==> src/design/block_buffer_cache_lru_core_defines.svh <==
// ---------------------------------------------------------------------------
// Assertion macros for the block buffer cache core
// Each macro expects clk and rst_n in scope.
// ---------------------------------------------------------------------------
`ifndef BLOCK_BUFFER_CACHE_LRU_CORE_DEFINES_SVH
`define BLOCK_BUFFER_CACHE_LRU_CORE_DEFINES_SVH

// condition holds at every edge out of reset
`define BLRU_ASSERT_ALWAYS(label, cond, msg) \
    label: assert property (@(posedge clk) disable iff (!rst_n) (cond)) else $error(msg);

// consequent holds in the same cycle
`define BLRU_ASSERT_IMP(label, ante, cons, msg) \
    label: assert property (@(posedge clk) disable iff (!rst_n) (ante) |-> (cons)) \
        else $error(msg);

// consequent holds in the following cycle
`define BLRU_ASSERT_NEXT(label, ante, cons, msg) \
    label: assert property (@(posedge clk) disable iff (!rst_n) (ante) |=> (cons)) \
        else $error(msg);

`endif

==> src/design/blru_pkg.sv <==
// ---------------------------------------------------------------------------
// blru_pkg
// Types, codes and sizes shared by the block buffer cache core.
// ---------------------------------------------------------------------------
package blru_pkg;

    localparam int BUF_COUNT = 16;
    localparam int IDX_W     = (BUF_COUNT > 1) ? $clog2(BUF_COUNT) : 1;
    localparam int CNT_W     = $clog2(BUF_COUNT + 1);
    localparam int WR_LIMIT  = 16;
    localparam int RES_W     = 5;

    localparam logic [15:0] DEV_NONE   = 16'hFFFF;
    localparam logic [15:0] MINOR_MASK = 16'h00FF;

    localparam logic [2:0] OP_GET     = 3'd0;
    localparam logic [2:0] OP_RELEASE = 3'd1;
    localparam logic [2:0] OP_IODONE  = 3'd2;
    localparam logic [2:0] OP_WRITE   = 3'd3;
    localparam logic [2:0] OP_FLUSH   = 3'd4;

    localparam logic [2:0] ST_HIT      = 3'd0;
    localparam logic [2:0] ST_ALLOC    = 3'd1;
    localparam logic [2:0] ST_WAITBUSY = 3'd2;
    localparam logic [2:0] ST_WAITFREE = 3'd3;
    localparam logic [2:0] ST_WRITEOUT = 3'd4;
    localparam logic [2:0] ST_WAKE     = 3'd5;
    localparam logic [2:0] ST_DONE     = 3'd6;

    typedef struct packed {
        logic error;
        logic wanted;
        logic async;
        logic delwri;
        logic done;
        logic busy;
    } blru_flags_t;

    typedef struct packed {
        logic [15:0] dev;
        logic [15:0] blk;
        blru_flags_t flags;
    } blru_wr_t;

    // free-list chain control
    typedef struct packed {
        logic             rm;
        logic             app;
        logic [IDX_W-1:0] rm_idx;
        logic [IDX_W-1:0] app_idx;
    } blru_qctl_t;

endpackage

==> src/design/blru_buf_cell.sv <==
// ---------------------------------------------------------------------------
// blru_buf_cell
// One buffer: device and block tag, flags and tag comparator.
// ---------------------------------------------------------------------------
module blru_buf_cell import blru_pkg::*; (
    input  logic        clk,
    input  logic        rst_n,
    input  logic        wr_en,
    input  blru_wr_t    wr,
    input  logic [15:0] cmp_dev,
    input  logic [15:0] cmp_blk,
    output logic [15:0] tag_dev,
    output logic [15:0] tag_blk,
    output blru_flags_t flags,
    output logic        match
);

    logic [15:0] dev_reg;
    logic [15:0] blk_reg;
    blru_flags_t flags_reg;

    always_ff @(posedge clk or negedge rst_n)
    begin
        if (!rst_n)
        begin
            dev_reg   <= DEV_NONE;
            blk_reg   <= '0;
            flags_reg <= '0;
        end
        else if (wr_en)
        begin
            dev_reg   <= wr.dev;
            blk_reg   <= wr.blk;
            flags_reg <= wr.flags;
        end
    end

    assign tag_dev = dev_reg;
    assign tag_blk = blk_reg;
    assign flags   = flags_reg;
    assign match   = (dev_reg == cmp_dev) && (blk_reg == cmp_blk);

endmodule

==> src/design/blru_slot.sv <==
// ---------------------------------------------------------------------------
// blru_slot
// One place of the free list; removal shifts the later places down by one.
// ---------------------------------------------------------------------------
module blru_slot import blru_pkg::*; (
    input  logic             clk,
    input  logic             rst_n,
    input  blru_qctl_t       ctl,
    input  logic             valid,
    input  logic             load,
    input  logic [IDX_W-1:0] init_idx,
    input  logic             hit_in,
    input  logic [IDX_W-1:0] nbr_idx,
    output logic             hit_out,
    output logic [IDX_W-1:0] idx
);

    logic [IDX_W-1:0] idx_reg;

    // set at and beyond the place of the removed buffer
    assign hit_out = hit_in || (valid && (idx_reg == ctl.rm_idx));
    assign idx     = idx_reg;

    always_ff @(posedge clk or negedge rst_n)
    begin
        if (!rst_n)
            idx_reg <= init_idx;
        else if (ctl.rm && hit_out)
            idx_reg <= nbr_idx;
        else if (load)
            idx_reg <= ctl.app_idx;
    end

endmodule

==> src/design/block_buffer_cache_lru_core.sv <==
// ---------------------------------------------------------------------------
// block_buffer_cache_lru_core
// Tag manager of an LRU block buffer cache with delayed write.
// ---------------------------------------------------------------------------
// channel  dir  fields
// s_axis   in   word: op, device, block, buffer_index, mark_dirty, io_error,
//                     write_async, flush_all
// m_axis   out  word: status, result_index, result_device, result_block,
//                     data_valid; tlast = last
//
// One item at a time. Get: a lookup, a write-out per dirty victim, allocation.
// Flush: a visit per free-list place, then done. Release: prep, wake, append,
// fin; io_done: prep, wake and append or iowake, fin; write: prep; plus any stall.
// Tags, flags and free list are flip-flops set by reset; no sweep.
// A result waits in the output register; the sequencer stalls until it goes.
// ---------------------------------------------------------------------------
`include "block_buffer_cache_lru_core_defines.svh"

module block_buffer_cache_lru_core import blru_pkg::*; (
    input  logic        clk,
    input  logic        rst_n,
    input  logic        s_axis_tvalid,
    output logic        s_axis_tready,
    // op[2:0], device[18:3], block[34:19], buffer_index[38:35], mark_dirty[39],
    // io_error[40], write_async[41], flush_all[42], zero[47:43]
    input  logic [47:0] s_axis_tdata,
    output logic        m_axis_tvalid,
    input  logic        m_axis_tready,
    // status[2:0], result_index[6:3], result_device[22:7], result_block[38:23],
    // data_valid[39]
    output logic [39:0] m_axis_tdata,
    output logic        m_axis_tlast
);

    typedef enum logic [3:0] {
        S_IDLE, S_LOOKUP, S_ALLOC, S_PREP, S_WAKE, S_APPEND, S_FIN, S_IOWAKE, S_FLUSH
    } state_t;

    state_t           state_reg, state_next;
    logic [2:0]       op_reg;
    logic [15:0]      dev_reg, blk_reg;
    logic [IDX_W-1:0] cur_reg;
    logic             dirty_reg, err_reg, async_reg, all_reg;
    logic [RES_W-1:0] res_cnt_reg, res_cnt_next;
    logic [CNT_W-1:0] pos_reg, pos_next;
    logic [CNT_W-1:0] count_reg;
    logic             fw_reg, fw_next;
    logic             out_valid_reg;
    logic [39:0]      out_data_reg;
    logic             out_last_reg;

    logic [2:0]  in_op;
    logic [3:0]  in_idx;
    logic        in_range;

    logic [15:0]      c_dev [BUF_COUNT];
    logic [15:0]      c_blk [BUF_COUNT];
    blru_flags_t      c_fl  [BUF_COUNT];
    logic [BUF_COUNT-1:0] c_match;
    logic [IDX_W-1:0] slot_idx [BUF_COUNT];
    logic [BUF_COUNT-1:0] slot_hit;

    logic [IDX_W-1:0] hit_idx, sel;
    logic             hit_any;
    logic [15:0]      s_dev, s_blk;
    blru_flags_t      s_fl, f;
    logic             can_emit, limit, need_wake, fl_cond;
    logic             em, em_buf, em_dv, em_last;
    logic [2:0]       em_st;
    logic [15:0]      em_dev, em_blk;
    logic             wr_en;
    blru_wr_t         wr;
    blru_qctl_t       qctl;

    assign in_op    = s_axis_tdata[2:0];
    assign in_idx   = s_axis_tdata[38:35];
    assign in_range = (32'(in_idx) < BUF_COUNT);

    assign s_axis_tready = (state_reg == S_IDLE);
    assign m_axis_tvalid = out_valid_reg;
    assign m_axis_tdata  = out_data_reg;
    assign m_axis_tlast  = out_last_reg;
    assign can_emit      = !out_valid_reg || m_axis_tready;
    assign limit         = (res_cnt_reg >= RES_W'(WR_LIMIT));

    // buffer cells
    for (genvar i = 0; i < BUF_COUNT; i++)
    begin : g_buf
        blru_buf_cell u_cell (
            .clk     (clk),
            .rst_n   (rst_n),
            .wr_en   (wr_en && (sel == IDX_W'(i))),
            .wr      (wr),
            .cmp_dev (dev_reg),
            .cmp_blk (blk_reg),
            .tag_dev (c_dev[i]),
            .tag_blk (c_blk[i]),
            .flags   (c_fl[i]),
            .match   (c_match[i])
        );
    end

    // free list, head at place 0
    for (genvar k = 0; k < BUF_COUNT; k++)
    begin : g_slot
        logic             hin;
        logic [IDX_W-1:0] nbr;
        if (k == 0)
        begin : g_first
            assign hin = 1'b0;
        end
        else
        begin : g_rest
            assign hin = slot_hit[k-1];
        end
        if (k == BUF_COUNT - 1)
        begin : g_end
            assign nbr = '0;
        end
        else
        begin : g_mid
            assign nbr = slot_idx[k+1];
        end
        blru_slot u_slot (
            .clk      (clk),
            .rst_n    (rst_n),
            .ctl      (qctl),
            .valid    (CNT_W'(k) < count_reg),
            .load     (qctl.app && (count_reg == CNT_W'(k))),
            .init_idx (IDX_W'(k)),
            .hit_in   (hin),
            .nbr_idx  (nbr),
            .hit_out  (slot_hit[k]),
            .idx      (slot_idx[k])
        );
    end

    // lowest matching buffer index wins
    always_comb
    begin
        hit_idx = '0;
        hit_any = 1'b0;
        for (int i = BUF_COUNT - 1; i >= 0; i--)
        begin
            if (c_match[i])
            begin
                hit_idx = IDX_W'(i);
                hit_any = 1'b1;
            end
        end
    end

    always_comb
    begin
        case (state_reg)
            S_LOOKUP: sel = hit_idx;
            S_ALLOC:  sel = slot_idx[0];
            S_FLUSH:  sel = slot_idx[pos_reg[IDX_W-1:0]];
            default:  sel = cur_reg;
        endcase
    end

    assign s_dev     = c_dev[sel];
    assign s_blk     = c_blk[sel];
    assign s_fl      = c_fl[sel];
    assign need_wake = s_fl.wanted || fw_reg;
    assign fl_cond   = s_fl.delwri && (all_reg || (dev_reg == DEV_NONE) || (dev_reg == s_dev));

    always_comb
    begin
        f            = s_fl;
        state_next   = state_reg;
        pos_next     = pos_reg;
        fw_next      = fw_reg;
        res_cnt_next = res_cnt_reg;
        em           = 1'b0;
        em_st        = ST_DONE;
        em_buf       = 1'b1;
        em_dev       = s_dev;
        em_blk       = s_blk;
        em_dv        = 1'b0;
        em_last      = 1'b0;
        wr_en        = 1'b0;
        wr.dev       = s_dev;
        wr.blk       = s_blk;
        wr.flags     = s_fl;
        qctl.rm      = 1'b0;
        qctl.app     = 1'b0;
        qctl.rm_idx  = sel;
        qctl.app_idx = cur_reg;
        case (state_reg)
            S_IDLE:
            begin
                if (s_axis_tvalid)
                begin
                    res_cnt_next = '0;
                    pos_next     = '0;
                    case (in_op)
                        OP_GET:     state_next = S_LOOKUP;
                        OP_FLUSH:   state_next = S_FLUSH;
                        OP_RELEASE,
                        OP_IODONE,
                        OP_WRITE:   state_next = in_range ? S_PREP : S_IDLE;
                        default:    state_next = S_IDLE;
                    endcase
                end
            end
            S_LOOKUP:
            begin
                if (dev_reg[15] || !hit_any)
                    state_next = S_ALLOC;
                else if (can_emit)
                begin
                    wr_en   = 1'b1;
                    em      = 1'b1;
                    em_last = 1'b1;
                    if (s_fl.busy)
                    begin
                        f.wanted = 1'b1;
                        em_st    = ST_WAITBUSY;
                    end
                    else
                    begin
                        qctl.rm = 1'b1;
                        f.busy  = 1'b1;
                        em_st   = ST_HIT;
                        em_dv   = s_fl.done;
                    end
                    wr.flags   = f;
                    state_next = S_IDLE;
                end
            end
            S_ALLOC:
            begin
                if (can_emit)
                begin
                    em = 1'b1;
                    if ((count_reg == '0) || limit)
                    begin
                        fw_next    = 1'b1;
                        em_st      = ST_WAITFREE;
                        em_buf     = 1'b0;
                        em_last    = 1'b1;
                        state_next = S_IDLE;
                    end
                    else
                    begin
                        qctl.rm = 1'b1;
                        wr_en   = 1'b1;
                        if (s_fl.delwri)
                        begin
                            // dirty victim: write back and try the next head
                            f.busy   = 1'b1;
                            f.async  = 1'b1;
                            f.done   = 1'b0;
                            f.error  = 1'b0;
                            f.delwri = 1'b0;
                            em_st    = ST_WRITEOUT;
                        end
                        else
                        begin
                            f          = '0;
                            f.busy     = 1'b1;
                            wr.dev     = dev_reg;
                            wr.blk     = blk_reg;
                            em_dev     = dev_reg;
                            em_blk     = blk_reg;
                            em_st      = ST_ALLOC;
                            em_last    = 1'b1;
                            state_next = S_IDLE;
                        end
                        wr.flags = f;
                    end
                end
            end
            S_PREP:
            begin
                case (op_reg)
                    OP_RELEASE:
                    begin
                        if (dirty_reg)
                        begin
                            f.delwri = 1'b1;
                            f.done   = 1'b1;
                        end
                        if (err_reg)
                            f.error = 1'b1;
                        wr_en      = 1'b1;
                        wr.flags   = f;
                        state_next = S_WAKE;
                    end
                    OP_IODONE:
                    begin
                        f.done = 1'b1;
                        if (err_reg)
                            f.error = 1'b1;
                        if (s_fl.async)
                            state_next = S_WAKE;
                        else
                        begin
                            f.wanted   = 1'b0;
                            state_next = S_IOWAKE;
                        end
                        wr_en    = 1'b1;
                        wr.flags = f;
                    end
                    OP_WRITE:
                    begin
                        if (can_emit)
                        begin
                            if (async_reg)
                                f.async = 1'b1;
                            qctl.rm    = !s_fl.busy;
                            f.busy     = 1'b1;
                            f.done     = 1'b0;
                            f.error    = 1'b0;
                            f.delwri   = 1'b0;
                            wr_en      = 1'b1;
                            wr.flags   = f;
                            em         = 1'b1;
                            em_st      = ST_WRITEOUT;
                            em_last    = 1'b1;
                            state_next = S_IDLE;
                        end
                    end
                    default: state_next = S_IDLE;
                endcase
            end
            S_WAKE:
            begin
                if (!need_wake || can_emit)
                begin
                    em       = need_wake;
                    em_st    = ST_WAKE;
                    fw_next  = 1'b0;
                    wr_en    = 1'b1;
                    if (s_fl.error)
                        wr.dev = s_dev | MINOR_MASK;
                    f.wanted = 1'b0;
                    f.busy   = 1'b0;
                    f.async  = 1'b0;
                    wr.flags = f;
                    qctl.rm  = !s_fl.busy;
                    state_next = S_APPEND;
                end
            end
            S_APPEND:
            begin
                qctl.app   = 1'b1;
                state_next = S_FIN;
            end
            S_IOWAKE:
            begin
                if (can_emit)
                begin
                    em         = 1'b1;
                    em_st      = ST_WAKE;
                    state_next = S_FIN;
                end
            end
            S_FIN:
            begin
                if (can_emit)
                begin
                    em         = 1'b1;
                    em_st      = ST_DONE;
                    em_last    = 1'b1;
                    state_next = S_IDLE;
                end
            end
            S_FLUSH:
            begin
                if ((pos_reg >= count_reg) || (fl_cond && limit))
                begin
                    if (can_emit)
                    begin
                        em         = 1'b1;
                        em_st      = ST_DONE;
                        em_buf     = 1'b0;
                        em_last    = 1'b1;
                        state_next = S_IDLE;
                    end
                end
                else if (!fl_cond)
                    pos_next = pos_reg + 1'b1;
                else if (can_emit)
                begin
                    // removal pulls the next buffer into this place
                    f.busy   = 1'b1;
                    f.async  = 1'b1;
                    f.done   = 1'b0;
                    f.error  = 1'b0;
                    f.delwri = 1'b0;
                    wr_en    = 1'b1;
                    wr.flags = f;
                    qctl.rm  = 1'b1;
                    em       = 1'b1;
                    em_st    = ST_WRITEOUT;
                end
            end
            default: state_next = S_IDLE;
        endcase
        if (em)
            res_cnt_next = res_cnt_reg + 1'b1;
    end

    always_ff @(posedge clk or negedge rst_n)
    begin
        if (!rst_n)
        begin
            state_reg     <= S_IDLE;
            res_cnt_reg   <= '0;
            pos_reg       <= '0;
            count_reg     <= CNT_W'(BUF_COUNT);
            fw_reg        <= 1'b0;
            out_valid_reg <= 1'b0;
        end
        else
        begin
            state_reg   <= state_next;
            res_cnt_reg <= res_cnt_next;
            pos_reg     <= pos_next;
            fw_reg      <= fw_next;
            if (qctl.rm)
                count_reg <= count_reg - 1'b1;
            else if (qctl.app)
                count_reg <= count_reg + 1'b1;
            if (em)
                out_valid_reg <= 1'b1;
            else if (m_axis_tready)
                out_valid_reg <= 1'b0;
        end
    end

    always_ff @(posedge clk)
    begin
        if (state_reg == S_IDLE && s_axis_tvalid)
        begin
            op_reg    <= in_op;
            dev_reg   <= s_axis_tdata[18:3];
            blk_reg   <= s_axis_tdata[34:19];
            cur_reg   <= IDX_W'(in_idx);
            dirty_reg <= s_axis_tdata[39];
            err_reg   <= s_axis_tdata[40];
            async_reg <= s_axis_tdata[41];
            all_reg   <= s_axis_tdata[42];
        end
        if (em)
        begin
            out_data_reg <= {em_dv,
                             em_buf ? em_blk : 16'h0000,
                             em_buf ? em_dev : 16'h0000,
                             em_buf ? 4'(sel) : 4'h0,
                             em_st};
            out_last_reg <= em_last;
        end
    end

    `BLRU_ASSERT_ALWAYS(a_count_range, count_reg <= CNT_W'(BUF_COUNT), "free count overflow")
    `BLRU_ASSERT_NEXT(a_accept_clears, s_axis_tvalid && s_axis_tready, res_cnt_reg == '0, "result count not cleared")
    `BLRU_ASSERT_IMP(a_rm_app_excl, qctl.rm, !qctl.app, "free list removal and append together")
    `BLRU_ASSERT_NEXT(a_stall_hold, out_valid_reg && !m_axis_tready, out_valid_reg && $stable(out_data_reg), "stalled word changed")

endmodule

==> config.mk <==
export PLATFORM = sky130hd
export DESIGN_NAME = block_buffer_cache_lru_core
export DESIGN_NICKNAME = d
export VERILOG_FILES = /design/src/design/blru_pkg.sv /design/src/design/blru_buf_cell.sv /design/src/design/blru_slot.sv /design/src/design/block_buffer_cache_lru_core.sv
export VERILOG_INCLUDE_DIRS = /design/src /design/src/design
export SDC_FILE = /design/constraint.sdc
export NUM_CORES = 2
export LEC_CHECK = 0
export ABC_AREA = 1
export BUFFER_PORTS_ARGS = -buffer_cell sky130_fd_sc_hd__buf_4
export CORE_MARGIN = 3
export CORE_UTILIZATION = 30
export CTS_CLUSTER_DIAMETER = 100
export DETAILED_ROUTE_END_ITERATION = 7
export SYNTH_ARGS = -nofsm -noshare
export SYNTH_HDL_FRONTEND = slang
export SYNTH_SLANG_ARGS = --single-unit
==> constraint.sdc <==
create_clock -name clk -period 9.45 [get_ports clk]
set_input_delay 1.4175 -clock clk [delete_from_list [all_inputs] [get_ports clk]]
set_output_delay 1.4175 -clock clk [all_outputs]
set_load 0.05 [all_outputs]
### After elaboration in Yosys (flattened, before gate mapping)

Index checks and enable logic that the tools add are counted.

* register bits after elaboration: 777
* latch bits: 0
* memory bits (writable): 0
* ROM bits: 0
* input bits: 52
* output and inout bits: 43
* logic and storage cells: 616
* memories: 0

* $add $sub $neg: 4
* multipliers: 0
* divide/modulo/power cells: 0
* magnitude comparators: 20
* equal/unequal tests: 104
* shifts and indexed selects: 0
* mux-type cells: 178
* bitwise gates (word level): 4
* reduce and logical (&&, ||, !) cells: 144

Operator list (number)
* 16-bit equality test: 33
* 4-bit 2-to-1 mux: 60
* 16-bit 2-to-1 mux: 13
* 16-bit binary-select mux with 4-bit select: 2
* 1-bit logical AND: 83
* 38-bit 2-to-1 mux: 2
* 4-bit equality test: 16
* 1-bit 2-to-1 mux: 50
* 5-bit 2-to-1 mux: 10
* 2-bit nonzero test: 22
* 5-bit by 4-bit equality test with 1-bit output (second input constant): 8
* 4-bit by 5-bit < comparator with 1-bit output (first input constant): 8
* 4-bit equality test (second input constant): 9
* 6-bit 2-to-1 mux: 6
* 4-bit case mux with 3 select lines: 3
* 4-bit case mux with 9 select lines: 1
* 4-bit by 3-bit equality test with 1-bit output (second input constant): 8
* 32-bit 2-to-1 mux: 1
* 16-bit case mux with 2 select lines: 1
* 6-bit case mux with 5 select lines: 1
* 6-bit binary-select mux with 4-bit select: 1
* 1-bit logical OR: 23
* 3-bit 2-to-1 mux: 7
* 5-bit by 3-bit equality test with 1-bit output (second input constant): 4
* 37 further kinds: 82

### Logic depth before layout (Yosys ltp)

* word-level depth: 38
* depth in mapped cells: 51
* gate-level depth less buffers: 47

### Worst setup path after synthesis

No wires, ideal clock.

* path type: reg2reg
* from: register dev_reg[1]
* to: register out_data_reg[0], in the netlist m_axis_tdata[0], enable pin
* arrival time: 4.462 ns
* data required time: 9.047 ns
* setup slack: 4.585 ns
* stages on the path, launching flop included: 39
* period minus slack after synthesis: 4.865 ns
* cells stage by stage: edfxtp_1 buf_2 buf_4 xnor2_1 nand3_1 inv_1 nand4_1 nor3_1 nand2_1 and2_1 o21ai_0 nand3_1 nand2_1 nand2_1 nand2_1 nand3_1 o21ai_1 o21ai_2 (+3 left out) nand2_1 nand2_1 nand2_1 nand2_1 nor2_1 nand2_1 nand2_1 nor2_1 nand2_1 nor2_1 nand2_1 nand2_2 nand2_1 nand2_1 nand2_1 nand2_1 nand2_1 nand2_1

* cells in the longest elaborated chain, start to end: 30
* elaborated cells on any way between the ends: 89

RTL lines
* start: declaration: line block_buffer_cache_lru_core.sv:41 `logic [15:0] dev_reg, blk_reg;`
* start signal: assignment: line block_buffer_cache_lru_core.sv:440 `dev_reg <= s_axis_tdata[18:3];`
* 16-bit equality test: line blru_buf_cell.sv:41 `assign match = (dev_reg == cmp_dev) && (blk_reg == cmp_blk);`
* 1-bit logical AND: line blru_buf_cell.sv:41
* 4-bit 2-to-1 mux (16 in a row): line block_buffer_cache_lru_core.sv:145 `if (c_match[i])`
* 4-bit case mux with 3 select lines: line block_buffer_cache_lru_core.sv:155 `case (state_reg)`
* 4-bit NOT with 5-bit output (not written as such): line block_buffer_cache_lru_core.sv:163, block_buffer_cache_lru_core.sv:165
* 16-bit binary-select mux with 4-bit select: line block_buffer_cache_lru_core.sv:163 `assign s_dev = c_dev[sel];`
* 16-bit 2-to-1 mux (not written as such) (2 in a row): line block_buffer_cache_lru_core.sv:163
* 16-bit equality test: line block_buffer_cache_lru_core.sv:167 `assign fl_cond = s_fl.delwri && (all_reg || (dev_reg == DEV_NONE) || (dev_reg == s_dev));`
* 1-bit logical OR: line block_buffer_cache_lru_core.sv:167
* 1-bit logical AND: line block_buffer_cache_lru_core.sv:167
* 1-bit logical AND: line block_buffer_cache_lru_core.sv:373 `if ((pos_reg >= count_reg) || (fl_cond && limit))`
* 1-bit logical OR: line block_buffer_cache_lru_core.sv:373
* 1-bit 2-to-1 mux: line block_buffer_cache_lru_core.sv:373
* 1-bit case mux with 5 select lines (*): line block_buffer_cache_lru_core.sv:191 `case (state_reg)`
* via em: line block_buffer_cache_lru_core.sv:68 `logic em, em_buf, em_dv, em_last;`
* end signal: assignment: line block_buffer_cache_lru_core.sv:450 `out_data_reg <= {em_dv,`
* end: declaration: line block_buffer_cache_lru_core.sv:49 `logic [39:0] out_data_reg;`

The timed path passes the listed nets; every way through them passes the cells marked *. The select of a mux whose other input is x is not followed.
A chain may end at the register's enable or synchronous reset.

### Worst setup path in the final report

* from: register dev_reg[12]
* to: register g_buf[12].u_cell.flags_reg, in the netlist g_buf[12].u_cell.flags[2]

* cells in the longest elaborated chain, start to end: 31
* elaborated cells on any way between the ends: 103

RTL lines
* 16-bit equality test: line blru_buf_cell.sv:41
* 1-bit logical AND: line blru_buf_cell.sv:41
* 4-bit 2-to-1 mux (16 in a row): line block_buffer_cache_lru_core.sv:145
* 4-bit case mux with 3 select lines: line block_buffer_cache_lru_core.sv:155
* 4-bit NOT with 5-bit output (not written as such): line block_buffer_cache_lru_core.sv:163, block_buffer_cache_lru_core.sv:165
* 16-bit binary-select mux with 4-bit select: line block_buffer_cache_lru_core.sv:163
* 16-bit 2-to-1 mux (not written as such) (2 in a row): line block_buffer_cache_lru_core.sv:163
* 16-bit equality test: line block_buffer_cache_lru_core.sv:167
* 1-bit logical OR: line block_buffer_cache_lru_core.sv:167
* 1-bit logical AND: line block_buffer_cache_lru_core.sv:167
* 1-bit logical AND: line block_buffer_cache_lru_core.sv:373
* 1-bit logical OR: line block_buffer_cache_lru_core.sv:373
* 1-bit 2-to-1 mux: line block_buffer_cache_lru_core.sv:373
* 1-bit case mux with 5 select lines: line block_buffer_cache_lru_core.sv:191
* 1-bit logical AND: line block_buffer_cache_lru_core.sv:92 `.wr_en (wr_en && (sel == IDX_W'(i))),`
* end signal: assignment: line blru_buf_cell.sv:34 `flags_reg <= wr.flags;`
* end: declaration: line blru_buf_cell.sv:20 `blru_flags_t flags_reg;`

Parallel ways exist; a longest one is shown, timed or not. The select of a mux whose other input is x is not followed.

==> results.py <==
metrics = {
    "status": {
        "status": "finished, final reports clean",
    },
    "sta": {
        "clock_skew_ns": 0.0288,
        "hold_viol": 0,
        "rsz0062_at_grt": "no",
        "fin_crit_sh_pct": 86.6,
        "setup-tns-final_ns": 0,
        "fin_crit_ns": 8.18,
        "maxSlewHeadroom_pct": 19.0,
        "finalMaxSlewViolations": 0,
        "setup_viol": 0,
        "fmax_ghz": 0.122,
        "worstMarginPinSlew_ns": 1.20,
    },
    "synthesis": {
        "synth_top_area_share_pct": 21.9,
        "async_reset_ff_share_pct": 89.2,
        "yosysMostFrequentCell": "nand2_1",
        "synthXorXnorAreaFrac_pct": 2.70,
        "syn_area_per_cell_um2": 7.12,
        "yosys.cell_types.count": 63,
        "synth-edff-count": 84,
        "postSynthCellCount": 6476,
        "syn-num-nets": 6541,
        "yosysTopAreaCell": "dfrtp_1",
        "synth_ff_type": "dfrtp_1",
        "synth_seq_cells": 777,
        "synthAdderAreaFrac_pct": 0.353,
        "yosys.area_share.simple_pct": 29.3,
        "ys_top_cells_by_count": "2,369 x nand2_1, 677 x inv_1, 553 x o21ai_0",
        "synth_top_family_by_area": "simple AND/OR/NAND/NOR gates",
        "synth_area_leaders": "dfrtp_1 22%, nand2_1 19%, dfstp_2 16%",
        "synth_warnings": 0,
        "synth_mux_area_share_pct": 0.0217,
        "ys_seq_area_share_pct": 43.9,
        "synth_compound_area_share_pct": 13.8,
        "syn_area_um2": 46100,
    },
    "finish": {
        "nNetsFinal": 6411,
        "antenna-diode-count": 0,
        "drive_gt1_share_pct": 11.3,
        "ff_latch_area_um2": 20200,
        "area_delta_synth_final_pct": 11.5,
        "multi_input_area_um2": 21400,
        "fill_cells": 16000,
    },
    "clocking": {
        "post_cts_buffers": 0,
        "cts_tree": "done",
        "clk_path_buf_depth": 3,
        "cts-root-buf": "clkbuf_16",
        "path_clk_slew_ns": 0.06,
        "h-tree-depth": 3,
        "numCtsBuffers": 91,
        "post_cts_resized": 0,
        "clock-sinks": 777,
        "clock_latency_ns": 0.71,
        "postCtsHoldBufs": 0,
    },
    "worst_setup_path": {
        "critPathArrivalTime_ns": 8.72,
        "cp-start-kind": "register",
        "r2r-end": "g_buf[12].u_cell.flags[2]",
        "critPathCaptureType": "register",
        "critPathTopFamily": "simple AND/OR/NAND/NOR gates",
        "slowest_stage": "nor4_1",
        "cp_common_cell": "nand2_1",
        "cpPeakStageDelay_ns": 1.04,
        "r2r_start": "dev_reg[12]",
        "cp_max_fo": 44,
        "ff2ff_path_depth": 25,
        "critPathBufInv": 4,
        "r2r_setup_slack_ns": 1.27,
        "crit_type": "register to register",
        "crit_required_ns": 9.99,
    },
    "flow_run": {
        "drv_cap": 0,
    },
    "drt": {
        "vias": 42900,
        "routed_via_density": 5.07,
        "wl_per_cell_um": 19.0,
        "wl_mm": 160,
        "drt_iter0_drc": 4400,
        "drc": 0,
        "dr.pass1.iters": 6,
        "ant_nets": 0,
    },
    "die": {
        "rows": 143,
        "die-area_um2": 158000,
        "die_x_um": 398,
        "coreArea_um2": 152000,
        "num_io_pins": 95,
        "die_h_um": 398,
        "initial_core_util_pct": 30.3,
    },
    "hold_path": {
        "hold_class": "register to register",
        "holdPathEnd": "g_buf[2].u_cell.flags[0]",
        "worstHoldPathCells": 2,
        "min_from": "g_buf[2].u_cell.flags[0]",
    },
    "global_routing": {
        "grt_pass1_vias": 39700,
        "grt_max_degree": 171,
        "grt_overflow": 0,
        "grt.total_usage_pct": 19.8,
        "antenna_found_initial": 3,
        "grt_pass1_wl_mm": 243,
    },
    "placed_design": {
        "gp_congestion": 0.917,
        "port_buffers": 89,
        "hpwl_mm": 104,
    },
}
[per-stage QoR]
stage | worst slack, ns | instance area, um^2 | instances | hold WS [ns] | util, %
6_report | 1.27 | 51400 | 8454 | 0.479 | 33.8
4_1_cts | 1.41 | 51400 | 8454 | 0.482 | 33.8
2_1_floorplan | 4.59 | 46100 | 6476 | 0.450 | -
3_3_place_gp | 1.36 | 48300 | 8283 | 0.464 | 31.7
5_1_grt | 0.816 | 51400 | 8454 | 0.491 | 33.8
3_5_place_dp | 1.41 | 48300 | 8283 | 0.466 | 31.7
[worst max path at each step]
| stage | start | slack [ns] | cells past startpoint | endpoint |
|---|---|---|---|---|
| after floorplan | dev_reg[1] | 4.59 | 38 | m_axis_tdata[0] |
| after global placement | dev_reg[3] | 1.36 | 29 | g_buf[0].u_cell.tag_blk[4] |
| after detailed placement | dev_reg[12] | 1.41 | 28 | g_buf[0].u_cell.tag_blk[5] |
| final | dev_reg[12] | 1.27 | 25 | g_buf[12].u_cell.flags[2] |
| after CTS | dev_reg[3] | 1.41 | 29 | g_buf[0].u_cell.tag_blk[4] |
| after global routing | dev_reg[3] | 0.82 | 27 | g_buf[12].u_cell.tag_dev[14] |
[cell usage in the layout (no fill, tap or decap), types with 153 or more instances in the layout]
| cell type | Yosys | layout |
|---|---|---|
| nand3_1 | 203 | 203 |
| o21ai_1 | 378 | 378 |
| dfrtp_1 | 404 | 404 |
| nand4_1 | 198 | 198 |
| inv_1 | 677 | 673 |
| dfstp_2 | 289 | 289 |
| o21ai_0 | 553 | 553 |
| nor2_1 | 289 | 285 |
| buf_4 | 38 | 153 |
| nand2_1 | 2369 | 2366 |
[layer usage]
layer | global-route usage [%] | wire length, um
met1 | 27.9 | 72100
met3 | 2.76 | 11600
met4 | 8.24 | 6470
met2 | 30.3 | 70200
met5 | 0 | 37
[kinds of logic after synthesis]
| family | count (synthesis) |
|---|---|
| AND/OR/NAND/NOR | 3237 |
| AO/OA/AOI/OAI | 1199 |
| buffers and inverters | 1107 |
| flip-flops | 777 |
| XOR/XNOR | 142 |
| adder cells (fa/ha/maj) | 13 |
| multiplexers | 1 |
[area by class of cell]
cell class,count,share of cell area [%]
flip-flops and latches,777,39.3
multi-input cells,4592,41.6
clock buffers,134,5.30
well taps,2030,4.94
repair buffers,167,2.77
clock inverters,37,0.834
inverters,717,5.23
[worst reg2reg max path, delay by kind of cell, from the launching register on]
family / cells / cell delay [ns]
flip-flops: 1 / 0.92
AND/OR/NAND/NOR: 19 / 4.82
buffers and inverters: 4 / 1.82
AO/OA/AOI/OAI: 2 / 0.46
Power is left out: the tool's default activity adds up to more than one toggle a clock period on the data nets, which glitch-free logic cannot reach.
